File: config.mk
export PLATFORM = sky130hd
export DESIGN_NAME = ceh_merge
export DESIGN_NICKNAME = d
export VERILOG_FILES = /design/src/rtl/core/ceh_pkg.sv /design/src/rtl/core/ceh_merge.sv
export SDC_FILE = /design/constraint.sdc
export NUM_CORES = 1
export LEC_CHECK = 0
export ABC_AREA = 1
export BUFFER_PORTS_ARGS = -buffer_cell sky130_fd_sc_hd__buf_2
export CORE_ASPECT_RATIO = 2
export CORE_MARGIN = 2
export CORE_UTILIZATION = 40
export DETAILED_ROUTE_END_ITERATION = 8
export PLACE_DENSITY = 0.55
export SLEW_MARGIN = 20
export SYNTH_ARGS = -nofsm -noshare
export SYNTH_HDL_FRONTEND = slang
export SYNTH_SLANG_ARGS = --single-unit
File: constraint.sdc
create_clock -name clk -period 3.35 [get_ports clk]
set_input_delay 0.335 -clock clk [delete_from_list [all_inputs] [get_ports clk]]
set_output_delay 0.335 -clock clk [all_outputs]
set_load 0.01 [all_outputs]
File: src/rtl/core/ceh_pkg.sv
// ----------------------------------------------------------------------------
// ceh_pkg
// Shared types and constants of the calibrated energy histogrammer.
// ----------------------------------------------------------------------------
package ceh_pkg;

    localparam int CHAN_W            = 16;
    localparam int CFG_W             = 16;
    localparam int COUNT_W           = 32;
    localparam int DET_W             = 2;
    localparam int RBIN_W            = 7;
    localparam int ACT_W             = 2;
    localparam int CHANNELS_PER_ITEM = 4;

    localparam int FRAC_BITS = 18;
    localparam int E18_W     = 38;

    // lane pipeline depth, input request to histogram update
    localparam int LANE_LAT = 6;

    localparam int OUT_DEPTH = 8;
    localparam int OUT_PTR_W = 3;
    localparam int CRED_W    = 4;

    localparam int S_TDATA_W = 80;
    localparam int S_PAD_W   = S_TDATA_W - CHANNELS_PER_ITEM * CHAN_W - DET_W - RBIN_W;
    localparam int M_TDATA_W = 48;
    localparam int M_PAD_W   = M_TDATA_W - COUNT_W - DET_W - RBIN_W;

    localparam int CFG_IDX_W = 4;
    localparam logic [CFG_IDX_W-1:0] CFG_SLOPE_BASE  = 4'd0;
    localparam logic [CFG_IDX_W-1:0] CFG_OFFSET_BASE = 4'd4;
    localparam logic [CFG_IDX_W-1:0] CFG_REG_COUNT   = 4'd8;

    localparam logic [CFG_W-1:0] SLOPE_RESET [CHANNELS_PER_ITEM] =
        '{16'd17203, 16'd17203, 16'd15565, 16'd15565};
    localparam logic [CFG_W-1:0] OFFSET_RESET [CHANNELS_PER_ITEM] =
        '{16'hFEC0, 16'd320, 16'hFEC0, 16'd320};

    typedef enum logic [ACT_W-1:0] {
        ACT_EVENT      = 2'd0,
        ACT_READ       = 2'd1,
        ACT_READ_CLEAR = 2'd2
    } action_t;

    typedef enum logic [1:0] {
        OP_IDLE  = 2'd0,
        OP_EVENT = 2'd1,
        OP_READ  = 2'd2,
        OP_CLEAR = 2'd3
    } op_t;

    typedef struct packed {
        op_t               op;
        logic [CHAN_W-1:0] chan;
        logic [RBIN_W-1:0] rbin;
    } lane_req_t;

    typedef struct packed {
        logic               hit;
        logic [COUNT_W-1:0] count;
    } lane_rsp_t;

    typedef struct packed {
        logic              valid;
        logic [DET_W-1:0]  det;
        logic [RBIN_W-1:0] bin;
    } read_meta_t;

    typedef struct packed {
        logic [RBIN_W-1:0]  bin;
        logic [DET_W-1:0]   det;
        logic [COUNT_W-1:0] count;
    } result_t;

endpackage

File: src/rtl/core/ceh_merge.sv
// ----------------------------------------------------------------------------
// ceh_merge
// Aligns read requests with the lane answers, merges them and queues the
// results for the output stream.
// ----------------------------------------------------------------------------
module ceh_merge #(
    parameter int NUM_LANES = 4
) (
    input  logic                clk,
    input  logic                rst_n,
    input  ceh_pkg::read_meta_t meta_in,
    input  ceh_pkg::lane_rsp_t  rsp [NUM_LANES],
    output logic                out_valid,
    input  logic                out_ready,
    output ceh_pkg::result_t    out_item
);

    ceh_pkg::read_meta_t               dly_reg [ceh_pkg::LANE_LAT];
    ceh_pkg::result_t                  fifo_reg [ceh_pkg::OUT_DEPTH];
    logic [ceh_pkg::OUT_PTR_W-1:0]     wr_ptr_reg, rd_ptr_reg;
    logic [ceh_pkg::CRED_W-1:0]        occ_reg, occ_next;
    logic [ceh_pkg::COUNT_W-1:0]       merged;
    ceh_pkg::read_meta_t               tail;
    logic                              push, pop;

    always_comb
    begin
        merged = '0;
        for (int i = 0; i < NUM_LANES; i++)
        begin
            merged = merged | rsp[i].count;
        end
    end

    assign tail = dly_reg[ceh_pkg::LANE_LAT-1];
    assign push = tail.valid;
    assign pop  = out_valid && out_ready;
    assign occ_next = occ_reg + ceh_pkg::CRED_W'(push) - ceh_pkg::CRED_W'(pop);

    always_ff @(posedge clk or negedge rst_n)
    begin
        if (!rst_n)
        begin
            for (int i = 0; i < ceh_pkg::LANE_LAT; i++)
            begin
                dly_reg[i] <= '0;
            end
            wr_ptr_reg <= '0;
            rd_ptr_reg <= '0;
            occ_reg    <= '0;
        end
        else
        begin
            dly_reg[0] <= meta_in;
            for (int i = 1; i < ceh_pkg::LANE_LAT; i++)
            begin
                dly_reg[i] <= dly_reg[i-1];
            end
            if (push)
            begin
                wr_ptr_reg <= wr_ptr_reg + ceh_pkg::OUT_PTR_W'(1);
            end
            if (pop)
            begin
                rd_ptr_reg <= rd_ptr_reg + ceh_pkg::OUT_PTR_W'(1);
            end
            occ_reg <= occ_next;
        end
    end

    always_ff @(posedge clk)
    begin
        if (push)
        begin
            fifo_reg[wr_ptr_reg] <= '{bin: tail.bin, det: tail.det, count: merged};
        end
    end

    assign out_valid = (occ_reg != '0);
    assign out_item  = fifo_reg[rd_ptr_reg];

endmodule

==> key figures, run 1 <==
Run status
  • Status: finished, final reports clean

Detailed routing
  • Avg WL per Cell: 15.2 um
  • DR iter-0 viols: approximately 530
  • DRT Wirelength: 36,300 um
  • Iteration count of the initial detailed-routing pass: 6
  • DRC: 0
  • Routed Antenna Nets: 0
  • Routed vias/inst: 4.59
  • Routed vias: roughly 11,000

Place
  • Routability congestion estimate: between 0.7 and 0.8
  • Hpwl dp: just over 20,000 um
  • Area of placed instances: 18,300 um2
  • I/O Buffers: roughly 180

Setup path
  • Path depth of the worst reg2reg path: 3
  • Reg2reg end: fifo_reg[1][36]
  • Critical path capture point: out_item[22]
  • Worst path slowest cell: dfrtp_4
  • CP Class: flip-flop to output pin
  • Worst setup path start: rd_ptr_reg[0]
  • Worst stage delay on the critical path: 0.51 ns
  • Delay-heaviest family, CP: buffers and inverters
  • Req. time, crit path: 3.01 ns
  • CP Cell Sequence: inv_4 > buf_4 > nand2_1 > nand3_1 > nand2_1 > nand2_1 > nand2_1 > buf_2
  • Buf/Inv on CP: 3
  • Setup crit start kind: flip-flop
  • R2R setup slack: 1.19 ns
  • Critical R2R Launch: push
  • Worst Path Arrival: approximately 2.5 ns
  • Worst path depth: 8
  • CP endpoint kind: output pin
  • CP most frequent cell: nand2_1
  • Worst Path Max Fanout: 42

Timing
  • Slew HR: about two fifths
  • Clk_skew: between 0.01 and 0.015 ns
  • Final setup fails: 0
  • Unrepaired setup endpoints after global routing: false
  • Fin. max-slew vios: 0
  • Worst Tran Pin Value: ~0.90 ns
  • Final period util: between 80% and 90%
  • Fmax: 359 MHz
  • Setup tns final: 0 ns
  • Final hold violation count: 0
  • Fin crit period: between 2 and 3 ns

Power and ir drop
  • Power Total: 14.9 mW
  • Static Leak: slightly above 9 nW
  • Switching power: ~5.3 mW
  • Worst vdd ir: 0.000552 V
  • Clk pwr share: ~27%
  • Switching portion of total power: between 30% and 40%
  • Internal power: 9.64 mW
  • Comb pwr share: 32.8%
  • Sequential share of power: approximately 40%
  • Power per cell area: roughly 760 nW/um2

Die
  • Die area: 43,500 um2
  • Core Rows: 105
  • Core area: between 40,000 and 50,000 um2
  • IO Count: roughly 190
  • Die X: about 150 um
  • Starting Density: roughly two fifths
  • Die height: approximately 290 um

GRT
  • Pin count of the biggest net entering global routing: 165
  • Antenna violations before repair: 1
  • Overflow after GRT: 0
  • First-pass GRT wire length: about 57,000 um
  • GR Util All Layers: ~17%
  • Vias in the first global route: roughly 11,000

Finish
  • Max FFs per register: 328
  • Leading cell type in the layout, fill and taps excluded: nand2_1
  • Post-route cell area: 19,600 um2
  • Area grow syn2layout: 17.2%
  • Layout cells sized above 1: between 10% and 20%
  • Diode count: 0
  • Highest-count cells in the layout ignoring fill and taps: nand2_1, inv_1, edfxtp_1
  • Final core occ: a little under half
  • Layout Nets: 1,987

Synth
  • Post-Syn Area: between 15,000 and 20,000 um2
  • Number of warnings issued by yosys: 0
  • Cell count after synthesis: 1,640
  • Syn avg cell area: 10.2 um2
  • Post-synthesis register bit count: ~400
  • Register area share after synthesis: 69.5%
  • Syn nets: around 1,800
  • Post-synthesis cell type count: 18

Clock tree
  • Root Driver: clkbuf_16
  • Cts bufs inserted: 36
  • Sinks on Clock Net: roughly 400
  • Worst-skew pair later-pin latency: about 0.54 ns
  • Clock transition at path regs: 0.06 ns
  • CTS tree: built
  • Clock tree buffer depth: 3
  • Total number of H-tree levels: 2
  • Post-cts sizing count: 0

Hold path
  • Class of the worst hold path: primary input to flip-flop

Job
  • MaxCap Viol Count: 0
final cells by class:
type,instances,area (um2)
Tap cell,535,669
Multi-Input combinational cell,835,3510
Inverter,344,1290
Clock buffer,39,912
Clock inverter,24,239
Sequential cell,398,11600
Fill cell,3703,21600
Timing Repair Buffer,219,1320
cell families after synthesis:
group | synth area share [%]
and+or+nand+nor | 19.7
xor gates and xnor gates | 0.263
buffers and inverters | 9.78
adders and majority gates | 0.645
AOI/OAI and AO/OA | 0.120
DFF | 69.5
timing repair:
item,CTS,global route
hold buffers,11,0
endpoints found under the hold margin,44,0
setup buffers,0,0
layer usage:
metal | vias to the layer above | routed length, um | GRT usage, %
met5 | - | 15 | 0
met4 | 2 | 1170 | 6.90
met3 | 76 | 1620 | 2.43
met2 | 263 | 19300 | 32.0
met1 | 5188 | 14100 | 18.7
li1 | 5449 | - | -
Yosys cell counts, drive strengths merged:
| cell | instances | area share (%) |
|---|---|---|
| inv | 344 | 7.7 |
| clkbuf | 6 | 0.13 |
| nand2 | 579 | 13 |
| nor2 | 73 | 1.6 |
| xnor2 | 2 | 0.11 |
| dfrtp | 70 | 10 |
| or2 | 1 | 0.038 |
| buf | 57 | 1.9 |
| edfxtp | 328 | 59 |
| ha | 7 | 0.52 |
| a21oi | 1 | 0.030 |
| fa | 1 | 0.12 |
| nand3 | 165 | 4.9 |
| xor2 | 3 | 0.16 |
| o21ai | 3 | 0.090 |
worst min-delay path by stage:
| stage | from | end | slack [ns] | cells after the start |
|---|---|---|---|---|
| 3_5_place_dp | dly_reg[25] | dly_reg[15] | 0.33 | 0 |
| 6_report | out_ready | rd_ptr_reg[0] | 0.17 | 3 |
| 3_3_place_gp | dly_reg[16] | dly_reg[6] | 0.33 | 0 |
| 5_1_grt | out_ready | rd_ptr_reg[0] | 0.19 | 3 |
| 4_1_cts | out_ready | rd_ptr_reg[0] | 0.15 | 3 |
| 2_1_floorplan | rst_n | dly_reg[0] | 0.04 | 0 |
per-stage QoR:
step | std cells | hold WS, ns | setup slack [ns]
2_1_floorplan | 1640 | 0.0394 | 0.422
3_3_place_gp | 2320 | 0.332 | 1.14
3_5_place_dp | 2320 | 0.335 | 1.11
4_1_cts | 2394 | 0.150 | 0.519
5_1_grt | 2394 | 0.193 | 0.399
6_report | 2394 | 0.166 | 0.564
tightest hold or removal path: cells and delay by family:
family / cells / cell delay [ns]
AND/OR/NAND/NOR: 1 / 0.15
buffers and inverters: 1 / 0.09
XOR/XNOR: 1 / 0.09
power groups by stage:
| stage | Sequential, mW | Combinational (mW) | Clock, mW |
|---|---|---|---|
| 5_1_grt | 5.99 | 5.50 | 4.32 |
| 3_3_place_gp | 6.04 | 4.91 | 0 |
| 3_5_place_dp | 6.06 | 4.99 | 0 |
| 6_report | 5.95 | 4.89 | 4.05 |
| 4_1_cts | 5.96 | 5.01 | 4.17 |
| 2_1_floorplan | 6.03 | 3.22 | 0 |
Note: power is estimated with default switching activity, not from simulation.
==> inputs of run 2 (changes only) <==
--- a/config.mk
+++ b/config.mk
@@ -5,13 +5,13 @@
 export SDC_FILE = /design/constraint.sdc
 export NUM_CORES = 1
 export LEC_CHECK = 0
-export ABC_AREA = 1
+export ABC_AREA = 0
 export BUFFER_PORTS_ARGS = -buffer_cell sky130_fd_sc_hd__buf_2
 export CORE_ASPECT_RATIO = 2
 export CORE_MARGIN = 2
 export CORE_UTILIZATION = 40
 export DETAILED_ROUTE_END_ITERATION = 8
-export PLACE_DENSITY = 0.55
+export PLACE_DENSITY = 0.56
 export SLEW_MARGIN = 20
 export SYNTH_ARGS = -nofsm -noshare
 export SYNTH_HDL_FRONTEND = slang
==> constraint.sdc (replaced) <==
create_clock -name clk -period 2.69 [get_ports clk]
set_input_delay 0.269 -clock clk [delete_from_list [all_inputs] [get_ports clk]]
set_output_delay 0.269 -clock clk [all_outputs]
set_load 0.01 [all_outputs]
==> run 2 against run 1 <==
Worst hold slack worse by 0.046 ns. Combinational power rose by 5.1%. Via count is 37% lower. Routed wire length decreased by 19%. Worst setup slack worse by 0.52 ns. Largest power group unchanged. Synthesized cell count fell by 62%. Critical path depth shrank 3. The flow now finishes with violations (DRC). Critical path type unchanged. Synthesized area shrank 11%. Non-clock buffer count increased by 9.
==> key figures, run 2 <==
Setup path
  • CP Class: flip-flop to output pin
  • Worst stage delay on the critical path: around 0.54 ns
  • Worst Path Max Fanout: 5
  • Worst Path Arrival: 2.38 ns
  • CP Cell Sequence: buf_4 > clkbuf_16 > mux4_1 > mux2_2 > buf_2
  • CP endpoint kind: output pin
  • Setup crit start kind: flip-flop
  • Worst path slowest cell: mux4_1
  • Req. time, crit path: 2.42 ns

Power and ir drop
  • Static Leak: around 6 nW
  • Power Total: around 17 mW
  • Power per cell area: a little under 1000 nW/um2
  • Worst vdd ir: 0.000530 V

Detailed routing
  • DRC: 12
  • DRT Wirelength: 29,400 um
  • Routed vias: between 6,000 and 7,000
  • Avg WL per Cell: approximately 22 um
  • Routed Antenna Nets: 0
  • Iteration count of the initial detailed-routing pass: 8
  • Routed vias/inst: between 5 and 6
  • DR iter-0 viols: 424

Timing
  • Slew HR: between 40% and 50%
  • Clk_skew: 0.0179 ns
  • Setup tns final: 0 ns
  • Fmax: between 300 and 400 MHz
  • Worst Tran Pin Value: around 0.87 ns
  • Fin crit period: ~2.6 ns
  • Worst hold slack: 0.120 ns
  • Fin worst setup slack: approximately 0.044 ns
  • Final period util: between 90% and 100%
  • Final hold violation count: 0
  • Unrepaired setup endpoints after global routing: true
  • Fin. max-slew vios: 0
  • Final setup fails: 0

Synth
  • Cell count after synthesis: 620
  • Async set or reset register ratio after synthesis: ~18%
  • Top cell type's share of synthesized area: 66.5%
  • Largest area contributor in the netlist: edfxtp_1
  • Top-count cell post-synth: edfxtp_1
  • Post-synthesis mux area share: about 17%
  • Syn avg cell area: 23.9 um2
  • Synth cell count leaders: edfxtp_1, dfrtp_1, mux2_2, mux4_2, mux4_1
  • Synth Area in Simple Gates: 2.16%
  • Syn nets: approximately 770
  • Post-Syn Area: roughly 15,000 um2
  • Number of warnings issued by yosys: 0
  • Xor/xnor cell area share of the yosys netlist: 0.355%
  • Ranking of synthesized cells by area: edfxtp_1, dfrtp_1, mux4_1
  • Synth Flop Type: edfxtp_1
  • Post-synthesis cell type count: 27
  • Adder-cell share of the synthesized area: less than 1%
  • Register area share after synthesis: between 70% and 80%
  • Main combinational cell family by area after synthesis: multiplexers
  • Post-synthesis register bit count: just under 400
  • Synth Area in Compound Gates: less than 1%
  • EDFF count, synth: 328

Die
  • Starting Density: around two fifths
  • Die height: 276 um
  • Core Rows: roughly 100
  • Die area: about 39,000 um2
  • Die X: 140 um
  • Core area: 36,500 um2
  • IO Count: between 150 and 200

Clock tree
  • Clock tree buffer depth: 3
  • Cts bufs inserted: 31
  • Total number of H-tree levels: 1
  • CTS tree: built
  • Sinks on Clock Net: 398
  • Root Driver: clkbuf_16
  • Worst-skew pair later-pin latency: between 0.5 and 0.6 ns
  • Clock transition at path regs: about 0.070 ns

Finish
  • Final std cells w/o fill: 1,335
  • Highest-count cells in the layout ignoring fill and taps: edfxtp_1, buf_2, dfrtp_1
  • Max FFs per register: about 330
  • Area grow syn2layout: 18.9%
  • Diode count: 0
  • Leading cell type in the layout, fill and taps excluded: edfxtp_1
  • Layout Nets: 1,011
  • Layout cells sized above 1: roughly two fifths

Place
  • Cells after DPL: approximately 1,300
  • I/O Buffers: about 180
  • Hpwl dp: between 15,000 and 20,000 um
  • Routability congestion estimate: approximately 0.7
  • Worst slack, placed: between 0.2 and 0.25 ns

GRT
  • Overflow after GRT: 0
  • First-pass GRT wire length: approximately 44,000 um
  • GR Util All Layers: ~15%
  • Pin count of the biggest net entering global routing: 71
  • Antenna violations before repair: 0
  • Vias in the first global route: 7,456

Hold path
  • Class of the worst hold path: primary input to flip-flop

Job
  • MaxCap Viol Count: 0

Run status
  • Status: complete, but fails checks
  • Failing checks: DRC
[run 2: through the flow]
step,util (%),instance area (um2)
finish,48.2,17600
global route,48.2,17600
CTS,48.0,17500
detailed placement,44.9,16400
global placement,44.9,16400
floorplan,-,14800
[run 2: timing repair]
| action | in CTS | in global routing |
|---|---|---|
| hold endpoints to repair | 81 | 0 |
| cloned | 0 | 2 |
| resized for setup | 5 | 2 |
| hold buffers | 12 | 0 |
| buffers inserted | 6 | 2 |
| endpoints found under the setup margin | 36 | 21 |
[run 2: final cells by class]
type,count,area (um2)
clock buffer,39,816
clock inverter,17,130
fill,2994,18900
inverter,9,33.8
multi-input combinational,190,3020
sequential,398,11600
tap,454,568
timing repair buffer,228,1430
[run 2: cell families after synthesis]
family	count (synthesis)
muxes	125
AOI/OAI and AO/OA	2
and+or+nand+nor	49
adders and majority gates	8
xor gates and xnor gates	6
DFF	398
buffers and inverters	32
[run 2: path summary, 6_finish.rpt]
check	startpoint	endpoint	slack (ns)	cells after the start
setup / recovery	rd_ptr_reg[0]	out_item[15]	0.04	5
hold / removal	rsp[25]	fifo_reg[7][25]	0.12	2
setup reg to reg	occ_reg[2]	occ_reg[2]	0.20	11
hold reg to reg	dly_reg[10]	dly_reg[0]	0.35	0
max in group asynchronous	rst_n	rd_ptr_reg[2]	1.72	2
min in group asynchronous	rst_n	dly_reg[56]	0.34	2
[run 2: critical path: cells and delay by family, from the launching register on]
kind	cells	cell delay, ns
buffers and inverters	3	0.56
DFF	1	0.43
muxes	2	0.82
[run 2: power breakdown]
group / internal [mW] / switching [mW] / total [mW]
clock network: 2.33 / 2.00 / 4.33
registers: 7.47 / 0.358 / 7.83
logic: 2.60 / 2.54 / 5.14
total: 12.4 / 4.90 / 17.3
[run 2: routing by layer]
metal  up-vias  track usage [%]  wire, um
met3        39             2.08      1230
li1       3072                -         -
met4         0             4.71       668
met1      3646             17.3     10900
met5         -                0         0
met2       165             28.7     16500
